==> config.mk <==
export PLATFORM = sky130hd
export DESIGN_NAME = swm_cell
export DESIGN_NICKNAME = d
export VERILOG_FILES = /design/src/sv/swm_pkg.sv /design/src/sv/swm_cell.sv
export SDC_FILE = /design/constraint.sdc
export NUM_CORES = 1
export LEC_CHECK = 0
export BUFFER_PORTS_ARGS = -buffer_cell sky130_fd_sc_hd__buf_4
export CAP_MARGIN = 40
export CORE_ASPECT_RATIO = 0.7
export CORE_MARGIN = 3
export CORE_UTILIZATION = 41
export CTS_CLUSTER_DIAMETER = 30
export DETAILED_ROUTE_END_ITERATION = 8
export PLACE_DENSITY = 0.84
export SLEW_MARGIN = 25
export SYNTH_ARGS = -nofsm -noshare
export SYNTH_HDL_FRONTEND = slang
export SYNTH_SLANG_ARGS = --single-unit
==> constraint.sdc <==
create_clock -name clk -period 3.3 [get_ports clk]
set_input_delay 0.33 -clock clk [delete_from_list [all_inputs] [get_ports clk]]
set_output_delay 0.33 -clock clk [all_outputs]
set_load 0.005 [all_outputs]
==> src/sv/swm_pkg.sv <==
// ---------------------------------------------------------------------------
// swm_pkg: shared types for the sliding window median block
// Holds the cell command format and the sequencer state encoding.
// ---------------------------------------------------------------------------
package swm_pkg;

    localparam int unsigned SCORE_W  = 32;
    localparam int unsigned VALUE_W  = 31;
    localparam int unsigned MEDIAN_W = 32;
    localparam int unsigned COUNT_W  = 6;
    localparam int unsigned WSIZE_W  = 6;
    localparam int unsigned WSIZE_RESET = 32;

    typedef logic [VALUE_W-1:0] swm_value_t;

    // Operation that every cell of the sorted chain performs.
    typedef enum logic [1:0] {
        CELL_HOLD,
        CELL_DELETE,
        CELL_INSERT,
        CELL_CLEAR
    } swm_cell_op_t;

    typedef struct packed {
        swm_cell_op_t op;
        swm_value_t   value;
    } swm_cmd_t;

    typedef enum logic [2:0] {
        ST_IDLE,
        ST_DEL,
        ST_INS,
        ST_MED,
        ST_OUT
    } swm_state_t;

endpackage

==> src/sv/swm_cell.sv <==
// ---------------------------------------------------------------------------
// swm_cell: one cell of the sorted score chain
// Holds one score and its ring slot tag; shifts toward a neighbor on
// delete and insert so the chain stays sorted by (score, slot).
// ---------------------------------------------------------------------------
module swm_cell #(
    parameter int unsigned TAG_W = 5
) (
    input  logic                clk,
    input  logic                rst_n,
    input  swm_pkg::swm_cmd_t   cmd,
    input  logic [TAG_W-1:0]    cmd_tag,
    input  logic                left_lt,
    input  logic                left_valid,
    input  swm_pkg::swm_value_t left_value,
    input  logic [TAG_W-1:0]    left_tag,
    input  logic                right_valid,
    input  swm_pkg::swm_value_t right_value,
    input  logic [TAG_W-1:0]    right_tag,
    output logic                valid,
    output swm_pkg::swm_value_t value,
    output logic [TAG_W-1:0]    tag,
    output logic                lt
);

    logic                valid_reg;
    logic                valid_next;
    swm_pkg::swm_value_t value_reg;
    swm_pkg::swm_value_t value_next;
    logic [TAG_W-1:0]    tag_reg;
    logic [TAG_W-1:0]    tag_next;

    // The key is the score with the slot tag as tie breaker, so keys are unique.
    assign lt = valid_reg && ({value_reg, tag_reg} < {cmd.value, cmd_tag});

    always_comb
    begin
        valid_next = valid_reg;
        value_next = value_reg;
        tag_next   = tag_reg;
        case (cmd.op)
            swm_pkg::CELL_CLEAR:
            begin
                valid_next = 1'b0;
            end
            swm_pkg::CELL_DELETE:
            begin
                if (!lt)
                begin
                    valid_next = right_valid;
                    value_next = right_value;
                    tag_next   = right_tag;
                end
            end
            swm_pkg::CELL_INSERT:
            begin
                if (!lt)
                begin
                    if (left_lt)
                    begin
                        valid_next = 1'b1;
                        value_next = cmd.value;
                        tag_next   = cmd_tag;
                    end
                    else
                    begin
                        valid_next = left_valid;
                        value_next = left_value;
                        tag_next   = left_tag;
                    end
                end
            end
            default:
            begin
                valid_next = valid_reg;
            end
        endcase
    end

    always_ff @(posedge clk or negedge rst_n)
    begin
        if (!rst_n)
        begin
            valid_reg <= 1'b0;
        end
        else
        begin
            valid_reg <= valid_next;
        end
    end

    always_ff @(posedge clk)
    begin
        value_reg <= value_next;
        tag_reg   <= tag_next;
    end

    assign valid = valid_reg;
    assign value = value_reg;
    assign tag   = tag_reg;

endmodule

[Word-level counts from Yosys, hierarchy flattened]
Index checks and enable logic that the tools add are counted.
Word-level totals
  output and inout port bits: 38
  logic and storage cells: 26
  bits in registers: 37
  bits of input ports: 115
Operators by class
  multiplexer cells: 12
  eq/ne operators: 5
  reductions and logical operators: 5
  $lt $le $gt $ge: 1
Operator list (count)
  two-way mux 31 bit: 3
  one-hot mux 31 bit (2 select lines): 1
  < comparator 36 bit: 1
  two-way mux 5 bit: 3
  one-hot mux 5 bit (2 select lines): 1
  AND reduction 3 bit: 2
  == test 2 bit, second input constant: 2
  inequality test 2 bit, second input constant: 2
  two-way mux 1 bit: 3
  one-hot mux 1 bit (3 select lines): 1
  nonzero test 3 bit: 1
  == test 2 x 1 -> 1 bit, second input constant: 1
  nonzero test 2 bit: 1
  logical AND 1 bit: 1

[Depth between registers and ports, before layout]
  depth after elaboration: 4
  mapped depth: 9
  mapped depth without buffers: 9

[Worst setup path before layout]
OpenSTA, ideal clock, no wires.
  kind: flip-flop to flip-flop
  start: register value_reg[13] (netlist: value[13])
  end: register tag_reg[0] (netlist: tag[0]), enable pin
  setup time: 0.429 ns
  buffers on the path: 0
  clock period less this slack: 3.588 ns
  stages on the path, launching flop included: 8
  required time: 2.871 ns
  setup slack: -0.288 ns
  data arrival time: 3.159 ns
  cell sequence: edfxtp_1 ha_1 nand4_1 a2111oi_0 o311a_1 or3_1 inv_1 nor2_1
Between the ends
  word-level cells in the longest chain between the ends: 4
  elaborated cells between the ends (all ways): 5
  those cells by class: order compare (1); eq/ne (2); reduce/logical (2)
Ends and longest elaborated chain
  start, declared: RTL line swm_cell.sv:28  | swm_pkg::swm_value_t value_reg;
  start signal, assigned: RTL line swm_cell.sv:94  | value_reg <= value_next;
  < comparator 36 bit *: RTL line swm_cell.sv:34  | assign lt = valid_reg && ({value_reg, tag_reg} < {cmd.value, cmd_tag});
  logical AND 1 bit *: RTL line swm_cell.sv:34
  named net lt: RTL line swm_cell.sv:23  | output logic lt
  inequality test 2 bit (no line)
  AND reduction 3 bit (no line) *
  end signal, assigned: RTL line swm_cell.sv:95  | tag_reg <= tag_next;
  end, declared: RTL line swm_cell.sv:30  | logic [TAG_W-1:0] tag_reg;
Mark *: on every way through the listed nets, which the timed path passes. The rest lies on a longest branch.
A chain may end at the register's enable or synchronous reset.

[Worst setup path after layout]
  start: register value_reg[6] (netlist: value[6])
  end: output lt
Between the ends
  word-level cells in the longest chain between the ends: 2
Ends and longest elaborated chain (RTL line)
  < comparator 36 bit: swm_cell.sv:34
  logical AND 1 bit: swm_cell.sv:34
  end, declared: swm_cell.sv:23
No other way between the ends.

==> results.py <==
metrics = {
    "outcome": {
        "outcome": "complete, no violations",
    },
    "sta": {
        "fin_crit_sh_pct": 87.5,
        "min_period_ns": 2.89,
        "worst_pin_slew_ns": 0.675,
        "skew_ns": 0.00345,
        "fin_ws_ns": 0.414,
        "slew_headroom_pct": 55.0,
        "finalHoldViolations": 0,
        "hold_ws_ns": 0.358,
        "fmax_mhz": 346,
        "rsz0062_at_grt": "false",
        "fin_tns_setup_ns": 0,
        "final_max_slew_viol_count": 0,
        "setup_viol": 0,
    },
    "finish": {
        "fillers": 571,
        "finalInstanceArea_sq_um": 4160,
        "nets": 601,
        "layout.cells.most_common": "buf_4",
        "drive_gt1_share_pct": 36.1,
        "largest_reg_flops": 31,
        "diodes": 0,
        "area_growth_pct": 47.6,
        "layout_common_cells": "buf_4 (153), a21oi_1 (49), nor2_1 (41), inv_1 (39), ha_1 (37)",
    },
    "floorplanning": {
        "io_pins": 153,
        "start_util_pct": 43.8,
        "rows": 24,
        "die_h_microns": 75.3,
        "core_area_sq_um": 6430,
        "die_area_sq_um": 7910,
        "fp.dieW_microns": 105,
    },
    "pwr": {
        "p_leak_nw": 2.10,
        "ir_drop_mv": 0.219,
        "power.density_nw_per_um2": 339,
        "total_power_mw": 1.41,
    },
    "clock_network": {
        "clk_path_buf_depth": 2,
        "htree_levels": 2,
        "clockRootBuffer": "clkbuf_8",
        "numCtsBuffers": 5,
        "cts.sinks": 37,
        "post_cts_resized": 0,
        "cts.clk_slew.worst_paths_ns": 0.07,
        "insertion_delay_ns": 0.28,
        "cts_tree": "yes",
    },
    "place": {
        "portBuffers": 152,
        "dp_hpwl_microns": 6520,
        "place_area_sq_um": 4070,
        "routabilityCongestion": 0.778,
        "place_ws_ns": 0.427,
    },
    "setup_path": {
        "end_kind": "primary output",
        "critPathLaunchType": "flop",
        "crit_required_ns": 2.97,
        "worstSetupPathType": "reg -> out",
        "critPathArrivalTime_ns": 2.56,
        "crit_fanout": 3,
    },
    "routing": {
        "drt_iter0_drc": 91,
        "first_pass_iters": 4,
        "drc_errors": 0,
        "wl_microns": 7980,
        "drt-wirelength-per-cell_microns": 14.8,
        "antenna_left": 0,
        "viasPerCell": 4.93,
        "dr_total_vias": 2660,
    },
    "yosys": {
        "netlist_instances": 298,
        "avgSynthCellArea_sq_um": 9.45,
        "ys_ff_latch": 37,
        "syn_nets": 451,
        "ys_top_cells_by_area": "edfxtp_1 (38%), ha_1 (17%), mux2i_1 (13%), a21oi_1 (8.7%), nor2_1 (5.6%)",
        "synth_top_area_cell": "edfxtp_1",
        "yosys.area.top_type_share_pct": 38.4,
        "ys_types": 30,
        "syn_area_sq_um": 2820,
        "ys_seq_area_share_pct": 39.3,
        "yosys_warnings": 0,
    },
    "grt": {
        "gr-total-overflow": 0,
        "grt.total_usage_pct": 19.1,
        "grt_max_degree": 74,
        "antenna_found_initial": 0,
        "grt_pass1_vias": 2545,
        "grt_first_pass_wirelength_microns": 11900,
    },
    "min_path": {
        "min_path_type": "in -> async",
    },
    "flow_run": {
        "cap_violations": 0,
    },
}
## synth_stat cells (all sizes together)
cell type	number
a21oi	50
nor2	42
inv	39
ha	38
edfxtp	36
mux2i	36
nand2	9
clkbuf	8
nand4	8
o21ai	7
buf	4
nor4	3
a211oi	2
a21o	2
nand3	2
a2111oi	1
a221o	1
dfrtp	1
nand3b	1
nand4b	1
nor3	1
o2111a	1
o211ai	1
o22ai	1
o311a	1
o31ai	1
or3	1
## report_power, final
part | internal (mW) | switching, mW
Sequential | 0.590 | 0.0322
Clock | 0.150 | 0.154
Combinational | 0.262 | 0.223
Total | 1.00 | 0.409
## worst max-delay path, cell delays in order, from the launching register on
cell and delay, ns:
edfxtp_1 0.40, ha_1 0.36, a21oi_2 0.14, o21ai_1 0.09
a221o_1 0.37, o311a_1 0.31, or3_1 0.33, inv_1 0.13
buf_4 0.13
## layout make-up
cell class	count	area (sq um)	area share, %
Sequential cell	37	1110	26.6
Tap cell	91	114	2.74
Multi-Input combinational cell	210	1520	36.7
Clock buffer	8	80.1	1.93
Inverter	39	146	3.52
Timing Repair Buffer	155	1190	28.5
## final timing paths
path                                  from   endpoint  slack (ns)  cells past startpoint
setup / recovery                  value[6]         lt        0.41                      8
hold / removal                       rst_n      valid        0.36                      2
setup reg to reg                 value[13]  value[22]        0.46                      8
hold reg to reg                      valid      valid        0.60                      2
max in group asynchronous            rst_n      valid        2.86                      2
min in group clk           right_value[13]  value[13]        0.36                      3
## cell families after synthesis
group	synth area share, %
adders and majority gates	16.9
and+or+nand+nor	10.6
DFF	39.3
buffers and inverters	6.93
AOI/OAI and AO/OA	13.5
muxes	12.8
## metrics by stage
step	utilization [%]	std cells
6_report	64.7	540
5_1_grt	64.7	540
4_1_cts	64.7	540
3_5_place_dp	63.3	531
3_3_place_gp	62.9	530
2_1_floorplan	-	298
## metal layers
metal / global-route usage [%] / share of wire [%]
met5: 0 / 0
met4: 3.93 / 0.45
met3: 6.44 / 8.3
met2: 34.6 / 50
met1: 22.7 / 41
## what timing repair did
action,4_1_cts,5_1_grt
hold endpoints to repair,1,0
setup buffers,0,0
hold buffers,1,0
No activity file was read; power rests on OpenSTA's default activity.
