**config.mk**
```make
export PLATFORM = sky130hd
export DESIGN_NAME = swm_ram
export DESIGN_NICKNAME = d
export VERILOG_FILES = /design/src/sv/swm_ram.sv
export SDC_FILE = /design/constraint.sdc
export NUM_CORES = 1
export LEC_CHECK = 0
export BUFFER_PORTS_ARGS = -buffer_cell sky130_fd_sc_hd__buf_2
export CORE_MARGIN = 2
export CORE_UTILIZATION = 35
export DETAILED_ROUTE_END_ITERATION = 7
export PLACE_DENSITY = 0.49
export SYNTH_ARGS = -nofsm -noshare
export SYNTH_HDL_FRONTEND = slang
export SYNTH_SLANG_ARGS = --single-unit
export TNS_END_PERCENT = 5
```
**constraint.sdc**
```tcl
create_clock -name clk -period 3.3 [get_ports clk]
set_input_delay 0.33 -clock clk [delete_from_list [all_inputs] [get_ports clk]]
set_output_delay 0.33 -clock clk [all_outputs]
set_load 0.05 [all_outputs]
```
**src/sv/swm_ram.sv**
```systemverilog
// ---------------------------------------------------------------------------
// swm_ram: generic single write port RAM
// One write port and one read port; read data is registered.
// ---------------------------------------------------------------------------
module swm_ram #(
    parameter int unsigned WIDTH = 31,
    parameter int unsigned DEPTH = 32
) (
    input  logic                                 clk,
    input  logic                                 we,
    input  logic [(DEPTH > 1 ? $clog2(DEPTH) : 1)-1:0] waddr,
    input  logic [WIDTH-1:0]                     wdata,
    input  logic [(DEPTH > 1 ? $clog2(DEPTH) : 1)-1:0] raddr,
    output logic [WIDTH-1:0]                     rdata
);

    logic [WIDTH-1:0] mem [DEPTH];
    logic [WIDTH-1:0] rdata_reg;

    always_ff @(posedge clk)
    begin
        if (we)
        begin
            mem[waddr] <= wdata;
        end
        rdata_reg <= mem[raddr];
    end

    assign rdata = rdata_reg;

endmodule

```
Yosys cells after proc, flatten, opt, wreduce, memory -nomap -nowiden

Memories as Yosys holds them, arrays and structs flattened. A register that Yosys moved wholly into a read port is not among the register bits.
Index checks and enable logic that the tools add are counted.

Output and inout bits: 31
Register bits after elaboration: 0
Memories kept: 1
Input port bits: 43
RAM bits: 992
Word-level logic and storage cells: 3

Memories:

| memory | words | bits a word | read ports | clocked after Yosys merged registers in | write ports | RTL line | text |
|---|---|---|---|---|---|---|---|
| mem    | 32    | 31          | 1          | 1                                       | 1           | 17       | `logic [WIDTH-1:0] mem [DEPTH];` |

Mux-type cells: 2

Operators with widths:

| kind             | number |
|---|---|
| 1-bit 2-to-1 mux | 2 |

Logic depth before layout (Yosys ltp)

Gate-level depths: netlist of the first run.

Depth in word-level cells: 2
Mapped depth: 8
Depth with buffers taken out: 5

Worst setup path after synthesis of the first run

Ideal clock, no wire load.

Path kind: input to register
Start: in waddr[1] (netlist bit)
End: mem mem[12][0], enable pin
Data required time: 2881 ps
Library setup time: 419 ps
Slack: 579 ps
Arrival: 2302 ps
Path buffers: 1
Stages on the path: 3
Cells stage by stage: or3b_2 clkbuf_1 nor2_1

RTL lines:

| element     | RTL line | text |
|---|---|---|
| from (decl) | 11       | `input logic [(DEPTH > 1 ? $clog2(DEPTH) : 1)-1:0] waddr,` |
| to (decl)   | 17       |  |

No word-level cell before the write port.

Final worst setup path of the first run

Start: reg rdata_reg[4] (netlist: rdata[4]) (read register of mem)
End: out rdata[4]

RTL lines:

| element     | RTL line | text |
|---|---|---|
| from (decl) | 18       | `logic [WIDTH-1:0] rdata_reg;` |
| to (decl)   | 14       | `output logic [WIDTH-1:0] rdata` |

No word-level cell between the ends.

==> metrics.txt, run 1 <==
# TYPE chip_impl_metric gauge
chip_impl_info{name="outcome",value="completed"} 1
chip_impl_info{name="setup.worst_path.end_class",value="output port"} 1
chip_impl_metric{name="static-leakage-power",unit="nW"} 15.83
chip_impl_info{name="crit_chain",value="buf_2"} 1
chip_impl_metric{name="drtAntennaViolNets",unit=""} 0
chip_impl_info{name="clock_tree_from_tritoncts",value="built"} 1
chip_impl_metric{name="io_pins",unit=""} 74
chip_impl_metric{name="tns",unit="ns"} 0
chip_impl_metric{name="critPathMaxFanout",unit=""} 1
chip_impl_metric{name="cpPeakStageDelay",unit="ns"} 0.48
chip_impl_metric{name="grt_max_degree",unit=""} 66
chip_impl_info{name="setup.worst_path.start",value="rdata[4]"} 1
chip_impl_metric{name="die_h",unit="um"} 338.5
chip_impl_metric{name="grt_antenna_before_repair",unit=""} 7
chip_impl_info{name="critPathKind",value="reg -> out"} 1
chip_impl_metric{name="yosys.area.top_type_share",unit="%"} 76.06
chip_impl_metric{name="drcViolationCount",unit=""} 0
chip_impl_metric{name="setup-violations-final",unit=""} 0
chip_impl_metric{name="critical_path_arrival",unit="ns"} 1.48
chip_impl_metric{name="worst_ir_drop_vdd",unit="V"} 0.0004500
chip_impl_metric{name="fp.coreArea",unit="mm^2"} 0.1108
chip_impl_info{name="rsz0062_at_grt",value="no"} 1
chip_impl_info{name="worstReg2RegStart",value="mem[5][21]"} 1
chip_impl_metric{name="worst-endpoint-required",unit="ns"} 2.97
chip_impl_metric{name="synth.avg_cell_area",unit="um^2"} 17.87
chip_impl_metric{name="synth_area",unit="mm^2"} 0.03916
chip_impl_metric{name="p_total",unit="mW"} 28.06
chip_impl_metric{name="met1_length",unit="mm"} 46.37
chip_impl_metric{name="port-buffer-count",unit=""} 73
chip_impl_metric{name="wl",unit="mm"} 104.9
chip_impl_metric{name="met2_length",unit="mm"} 51.17
chip_impl_info{name="synth_top_family_by_area",value="multiplexers"} 1
chip_impl_metric{name="holdBufCountCts",unit=""} 0
chip_impl_metric{name="insertion_delay",unit="ns"} 0.68
chip_impl_metric{name="cts_max_path_buffers",unit=""} 3
chip_impl_metric{name="syn-instance-count",unit=""} 2192
chip_impl_metric{name="part_of_the_yosys_area_used_for_sequential_elements",unit="%"} 77.65
chip_impl_metric{name="synth.net_count",unit=""} 2235
chip_impl_metric{name="synth-edff-count",unit=""} 992
chip_impl_metric{name="cts-buffers-inserted",unit=""} 107
chip_impl_metric{name="largest_reg_flops",unit=""} 992
chip_impl_metric{name="num_vias",unit=""} 20220
chip_impl_metric{name="wire_length_of_the_first_global_routing_pass",unit="mm"} 150.0
chip_impl_info{name="crit_path_top_delay_cell",value="sky130_fd_sc_hd__dfxtp_1"} 1
chip_impl_metric{name="num-nets-final",unit=""} 2403
chip_impl_metric{name="grtUsageTotal",unit="%"} 18.15
chip_impl_info{name="synth-main-ff-cell",value="sky130_fd_sc_hd__edfxtp_1"} 1
chip_impl_info{name="hold_path_startpoint",value="wdata[2]"} 1
chip_impl_info{name="routed.top_layer",value="met5"} 1
chip_impl_metric{name="number_of_global_route_vias_before_repair",unit=""} 20720
chip_impl_metric{name="proportion_of_layout_cells_with_a_drive_suffix_above_1",unit="%"} 15.21
chip_impl_metric{name="cap_viol_max_count",unit=""} 0
chip_impl_metric{name="number_of_different_library_cells_in_the_post_synthesis_netlist",unit=""} 24
chip_impl_metric{name="synth_fa_ha_area_share",unit="%"} 0
chip_impl_info{name="critical-path-top-delay-family",value="flip-flops"} 1
chip_impl_metric{name="synth-compound-area-share",unit="%"} 4.853
chip_impl_metric{name="detailed_place_hpwl",unit="mm"} 58.49
chip_impl_metric{name="floorplan.rows",unit=""} 122
chip_impl_info{name="synth_commonest_cells",value="992 x sky130_fd_sc_hd__edfxtp_1, 496 x sky130_fd_sc_hd__mux2i_1, 95 x sky130_fd_sc_hd__nand2_1, 95 x sky130_fd_sc_hd__nand3_1"} 1
chip_impl_metric{name="report.final.slew_viol_count",unit=""} 0
chip_impl_metric{name="synth_seq_cells",unit=""} 1023
chip_impl_info{name="timing.critical_path.from_type",value="flop"} 1
chip_impl_metric{name="finalCriticalPeriod",unit="ns"} 1.810
chip_impl_metric{name="max_clock_freq",unit="MHz"} 552.5
chip_impl_metric{name="ys_async_sr_fraction",unit="%"} 0
chip_impl_metric{name="grt_residual_overflow",unit=""} 0
chip_impl_metric{name="worst-slew-pin-transition",unit="ns"} 1.156
chip_impl_info{name="yosysMostFrequentCell",value="sky130_fd_sc_hd__edfxtp_1"} 1
chip_impl_metric{name="yosys_warnings",unit=""} 0
chip_impl_metric{name="slew_headroom",unit="%"} 22.92
chip_impl_info{name="synth_top_cells_by_area",value="sky130_fd_sc_hd__edfxtp_1 76%, sky130_fd_sc_hd__mux2i_1 13%, sky130_fd_sc_hd__a22oi_1 1.8%, sky130_fd_sc_hd__dfxtp_1 1.6%, sky130_fd_sc_hd__a22o_1 1.4%"} 1
chip_impl_metric{name="share_of_synthesized_cell_area_in_and_or_nand_and_nor_gates",unit="%"} 3.121
chip_impl_metric{name="path_clk_slew",unit="ns"} 0.06
chip_impl_metric{name="gp_routability_congestion",unit=""} 0.7455
chip_impl_metric{name="yosys-mux-area-fraction",unit="%"} 12.68
chip_impl_metric{name="nFillCells",unit=""} 9934
chip_impl_metric{name="critical_path_buf_inv_count",unit=""} 1
chip_impl_metric{name="h_tree_level_count",unit=""} 3
chip_impl_info{name="clock_tree.root_cell",value="sky130_fd_sc_hd__clkbuf_16"} 1
chip_impl_metric{name="cts_post_setup_buffers_inserted",unit=""} 0
chip_impl_metric{name="die-area",unit="mm^2"} 0.1146
chip_impl_metric{name="dp_cells",unit=""} 3739
chip_impl_metric{name="cts-resized-gates",unit=""} 0
chip_impl_metric{name="power.density_cell_area",unit="mW/mm^2"} 614.2
chip_impl_metric{name="area_growth",unit="%"} 16.66
chip_impl_metric{name="finalNonFillerCells",unit=""} 3944
chip_impl_metric{name="drt_via_density",unit=""} 5.126
chip_impl_metric{name="detailroute.wirelength.met3",unit="mm"} 4.869
chip_impl_metric{name="final.period_utilization",unit="%"} 54.85
chip_impl_info{name="worst_min_delay_path_class",value="in -> reg"} 1
chip_impl_metric{name="die_width",unit="um"} 338.5
chip_impl_metric{name="drt-pass1-iter-count",unit=""} 5
chip_impl_metric{name="routed_wire_length_per_instance",unit="um"} 26.60
chip_impl_metric{name="initial_core_util",unit="%"} 35.34
chip_impl_metric{name="first_iteration_detailed_routing_drc_count",unit=""} 1758
chip_impl_info{name="largest_area_contributor_in_the_netlist",value="sky130_fd_sc_hd__edfxtp_1"} 1
chip_impl_metric{name="xor_and_xnor_area_share_after_synthesis",unit="%"} 0
chip_impl_metric{name="hold_viol",unit=""} 0
chip_impl_metric{name="clock_sink_count",unit=""} 1023
chip_impl_metric{name="finalClockSkew",unit="ns"} 0.02503
==> metal layers <==
metal,vias to the layer above,global-route usage [%]
met1,10550,24.64
met3,146,2.955
li1,9062,-
met2,453,30.10
met5,-,0
met4,8,5.176
==> cells in the final DEF (no fill, tap or decap), drive strengths merged, types with 34 or more instances in the layout <==
| master | instances |
|---|---|
| nor2 | 34 |
| buf | 183 |
| edfxtp | 992 |
| nand2 | 95 |
| a22o | 62 |
| clkbuf | 167 |
| mux2i | 496 |
| a21oi | 93 |
| a22oi | 93 |
| nand3 | 95 |
==> power breakdown <==
| part | switching [mW] | internal, mW | leakage [nW] |
|---|---|---|---|
| Sequential | 0.0782 | 14.4 | 9.20 |
| Combinational | 1.10 | 0.479 | 4.92 |
| Clock | 4.82 | 7.14 | 1.71 |
| Total | 6.00 | 22.1 | 15.8 |
==> final cells by class <==
class	instances	area (um^2)	share of cell area, %
antenna	3	7.507	0.01643
multi-input combinational	1045	8361	18.30
clock buffer	167	3148	6.890
timing repair buffer	183	1539	3.368
tap	1488	1862	4.075
sequential	1023	30410	66.56
clock inverter	35	364.1	0.7969
==> cells by family (layout without fill, tap and decap cells) <==
| group | after synthesis | count (layout) |
|---|---|---|
| compound gates | 279 | 279 |
| buf+inv | 124 | 385 |
| flops | 1023 | 1023 |
| mux | 496 | 496 |
| other cells | 0 | 3 |
| simple gates | 270 | 270 |
==> stage by stage <==
| step | hold WS, ns | worst slack (ns) | utilization, % | area (um^2) |
|---|---|---|---|---|
| 2_1_floorplan | 0.4289 | 0.5793 | - | 39160 |
| 3_3_place_gp | 0.5870 | 0.7752 | 38.05 | 42170 |
| 3_5_place_dp | 0.5895 | 0.8111 | 38.05 | 42170 |
| 4_1_cts | 0.1168 | 1.401 | 41.22 | 45680 |
| 5_1_grt | 0.1495 | 1.429 | 41.22 | 45690 |
| 6_report | 0.1657 | 1.490 | 41.23 | 45690 |
==> final timing paths <==
| check | endpoint | slack, ns | cells past startpoint |
|---|---|---|---|
| setup / recovery | rdata[4] | 1.49 | 1 |
| hold / removal | mem[24][2] | 0.17 | 1 |
| setup reg to reg | rdata[21] | 1.79 | 5 |
| hold reg to reg | rdata[24] | 0.59 | 4 |
No activity file was read; power rests on OpenSTA's default activity.
==> inputs of run 2 (changes only) <==
==> constraint.sdc (replaced) <==
create_clock -name clk -period 1.72 [get_ports clk]
set_input_delay 0.172 -clock clk [delete_from_list [all_inputs] [get_ports clk]]
set_output_delay 0.172 -clock clk [all_outputs]
set_load 0.05 [all_outputs]
==> run 2 against run 1 <==
Effect of this change:
- clock skew decreased by 0.0013 ns
- via count is 4.1% higher
- total power rose by 96%
- highest routed layer unchanged
==> metrics.txt, run 2 (synthesis gave the netlist of run 1 again) <==
# TYPE chip_impl_metric gauge
chip_impl_info{name="outcome",value="completed"} 1
chip_impl_metric{name="placed_area",unit="mm^2"} 0.04406
chip_impl_metric{name="max_clock_freq",unit="MHz"} 611.3
chip_impl_info{name="critical-path-top-delay-family",value="flip-flops"} 1
chip_impl_info{name="critPathKind",value="reg -> out"} 1
chip_impl_metric{name="num-nets-final",unit=""} 2551
chip_impl_info{name="layout_common_cells",value="992 x sky130_fd_sc_hd__edfxtp_1, 496 x sky130_fd_sc_hd__mux2i_1, 126 x sky130_fd_sc_hd__buf_4"} 1
chip_impl_info{name="crit_chain",value="buf_4"} 1
chip_impl_metric{name="nFillCells",unit=""} 9780
chip_impl_metric{name="cap_viol_max_count",unit=""} 0
chip_impl_metric{name="die_h",unit="um"} 338.5
chip_impl_info{name="setup.worst_path.end",value="rdata[21]"} 1
chip_impl_metric{name="clock_sink_count",unit=""} 1023
chip_impl_info{name="setup.worst_path.start",value="rdata[21]"} 1
chip_impl_metric{name="path_clk_slew",unit="ns"} 0.06
chip_impl_metric{name="grtUsageTotal",unit="%"} 18.52
chip_impl_info{name="worst_min_delay_path_class",value="in -> reg"} 1
chip_impl_metric{name="worst-slew-pin-transition",unit="ns"} 0.5957
chip_impl_metric{name="first_iteration_detailed_routing_drc_count",unit=""} 1701
chip_impl_metric{name="worst_ir_drop_vdd",unit="V"} 0.0008009
chip_impl_metric{name="cpPeakStageDelay",unit="ns"} 0.51
chip_impl_metric{name="critical_path_cell_count",unit=""} 1
chip_impl_metric{name="insertion_delay",unit="ns"} 0.69
chip_impl_metric{name="setup-violations-final",unit=""} 0
chip_impl_metric{name="initial_core_util",unit="%"} 35.34
chip_impl_info{name="rsz0062_at_grt",value="no"} 1
chip_impl_metric{name="final.hold.worst_slack",unit="ns"} 0.02231
chip_impl_metric{name="critical_path_buf_inv_count",unit=""} 1
chip_impl_metric{name="cts_max_path_buffers",unit=""} 3
chip_impl_metric{name="floorplan.rows",unit=""} 122
chip_impl_metric{name="critical_path_arrival",unit="ns"} 1.46
chip_impl_metric{name="slew_headroom",unit="%"} 60.29
chip_impl_info{name="clock_tree.root_cell",value="sky130_fd_sc_hd__clkbuf_16"} 1
chip_impl_metric{name="h_tree_level_count",unit=""} 3
chip_impl_metric{name="number_of_global_route_vias_before_repair",unit=""} 21440
chip_impl_metric{name="final.period_utilization",unit="%"} 95.11
chip_impl_info{name="mostFrequentLayoutCell",value="sky130_fd_sc_hd__edfxtp_1"} 1
chip_impl_metric{name="die-area",unit="mm^2"} 0.1146
chip_impl_metric{name="port-buffer-count",unit=""} 73
chip_impl_metric{name="worst_r2r_path_depth",unit=""} 6
chip_impl_metric{name="static-leakage-power",unit="nW"} 16.85
chip_impl_metric{name="cts-buffers-inserted",unit=""} 110
chip_impl_metric{name="report.final.slew_viol_count",unit=""} 0
chip_impl_metric{name="detailed_place_hpwl",unit="mm"} 66.14
chip_impl_metric{name="drcViolationCount",unit=""} 0
chip_impl_metric{name="proportion_of_layout_cells_with_a_drive_suffix_above_1",unit="%"} 19.04
chip_impl_metric{name="antenna_cells",unit=""} 0
chip_impl_metric{name="drt_via_density",unit=""} 5.147
chip_impl_metric{name="largest_reg_flops",unit=""} 992
chip_impl_metric{name="regToRegSetupSlack",unit="ns"} 0.13
chip_impl_metric{name="fp.coreArea",unit="mm^2"} 0.1108
chip_impl_info{name="worstReg2RegStart",value="mem[4][10]"} 1
chip_impl_metric{name="grt_antenna_before_repair",unit=""} 5
chip_impl_metric{name="wire_length_of_the_first_global_routing_pass",unit="mm"} 154.4
chip_impl_info{name="timing.critical_path.from_type",value="flop"} 1
chip_impl_metric{name="critPathMaxFanout",unit=""} 1
chip_impl_metric{name="worst-endpoint-required",unit="ns"} 1.55
chip_impl_metric{name="finalCriticalPeriod",unit="ns"} 1.636
chip_impl_metric{name="drtAntennaViolNets",unit=""} 0
chip_impl_metric{name="power.density_cell_area",unit="mW/mm^2"} 1147
chip_impl_metric{name="die_width",unit="um"} 338.5
chip_impl_metric{name="gp_routability_congestion",unit=""} 0.7647
chip_impl_metric{name="grt_max_degree",unit=""} 52
chip_impl_metric{name="io_pins",unit=""} 74
chip_impl_info{name="reg2reg_to",value="rdata[10]"} 1
chip_impl_metric{name="finish.instance_area",unit="mm^2"} 0.04794
chip_impl_metric{name="routed_wire_length_per_instance",unit="um"} 26.20
chip_impl_metric{name="area_growth",unit="%"} 22.41
chip_impl_metric{name="tns",unit="ns"} 0
chip_impl_metric{name="grt_residual_overflow",unit=""} 0
chip_impl_metric{name="drt-pass1-iter-count",unit=""} 5
chip_impl_info{name="crit_path_top_delay_cell",value="sky130_fd_sc_hd__dfxtp_1"} 1
chip_impl_metric{name="wl",unit="mm"} 107.1
chip_impl_metric{name="finalClockSkew",unit="ns"} 0.02371
chip_impl_metric{name="num_vias",unit=""} 21040
chip_impl_metric{name="p_total",unit="mW"} 55.00
chip_impl_info{name="setup.worst_path.end_class",value="output port"} 1
chip_impl_info{name="clock_tree_from_tritoncts",value="built"} 1
chip_impl_metric{name="hold_viol",unit=""} 0
-- run 2: timing repair --
item / CTS / global route
endpoints found under the setup margin: 2 / 0
hold buffers: 25 / 0
gates resized for setup: 2 / 0
hold endpoints to repair: 641 / 0
buffers inserted: 0 / 0
-- run 2: worst register-to-register path, stage by stage (launching register included) --
cell                       delay, ns
sky130_fd_sc_hd__edfxtp_1       0.36
sky130_fd_sc_hd__mux2i_1        0.17
sky130_fd_sc_hd__a22o_1         0.15
sky130_fd_sc_hd__nor3_1         0.05
sky130_fd_sc_hd__a31oi_1        0.34
sky130_fd_sc_hd__buf_4          0.18
sky130_fd_sc_hd__nand3_1        0.16
-- run 2: per-layer routing --
metal	up-vias	wire length [um]	GRT usage, %	part of all wire (%)
met5	-	24	0	0.022
met4	4	2013	4.361	1.9
met3	132	4772	2.714	4.5
met2	502	51710	30.48	48
met1	11030	48570	25.93	45
li1	9372	-	-	-
-- run 2: area by class of cell --
type / count / area [um^2] / share of cell area, %
clock buffers: 154 / 3042 / 6.344
flip-flops and latches: 1023 / 30410 / 63.43
multi-input cells: 1045 / 8361 / 17.44
repair buffers: 328 / 3684 / 7.683
well taps: 1488 / 1862 / 3.883
clock inverters: 50 / 585.6 / 1.221
-- run 2: worst min path at each step --
stage,slack (ns),end,depth (start not counted),start
after floorplan,0.27,mem[0][0],0,wdata[0]
after global placement,0.60,rdata[27],4,mem[10][27]
after detailed placement,0.59,rdata[27],4,mem[10][27]
after CTS,0.003,mem[14][27],1,wdata[27]
after global routing,0.04,mem[13][11],1,wdata[11]
final,0.02,mem[6][3],1,wdata[3]
-- run 2: power breakdown --
group          internal, mW  leakage, nW  switching (mW)
clock network          14.2         1.76            9.47
registers              27.7         9.20           0.162
logic                  1.23         5.89            2.19
-- run 2: metrics by stage --
step	std cells	util, %	worst slack [ns]
2_1_floorplan	2192	-	-0.4934
3_3_place_gp	3859	39.76	-0.2345
3_5_place_dp	3859	39.76	-0.2832
4_1_cts	4088	43.26	0.01749
5_1_grt	4088	43.26	0.02990
6_report	4088	43.26	0.08418
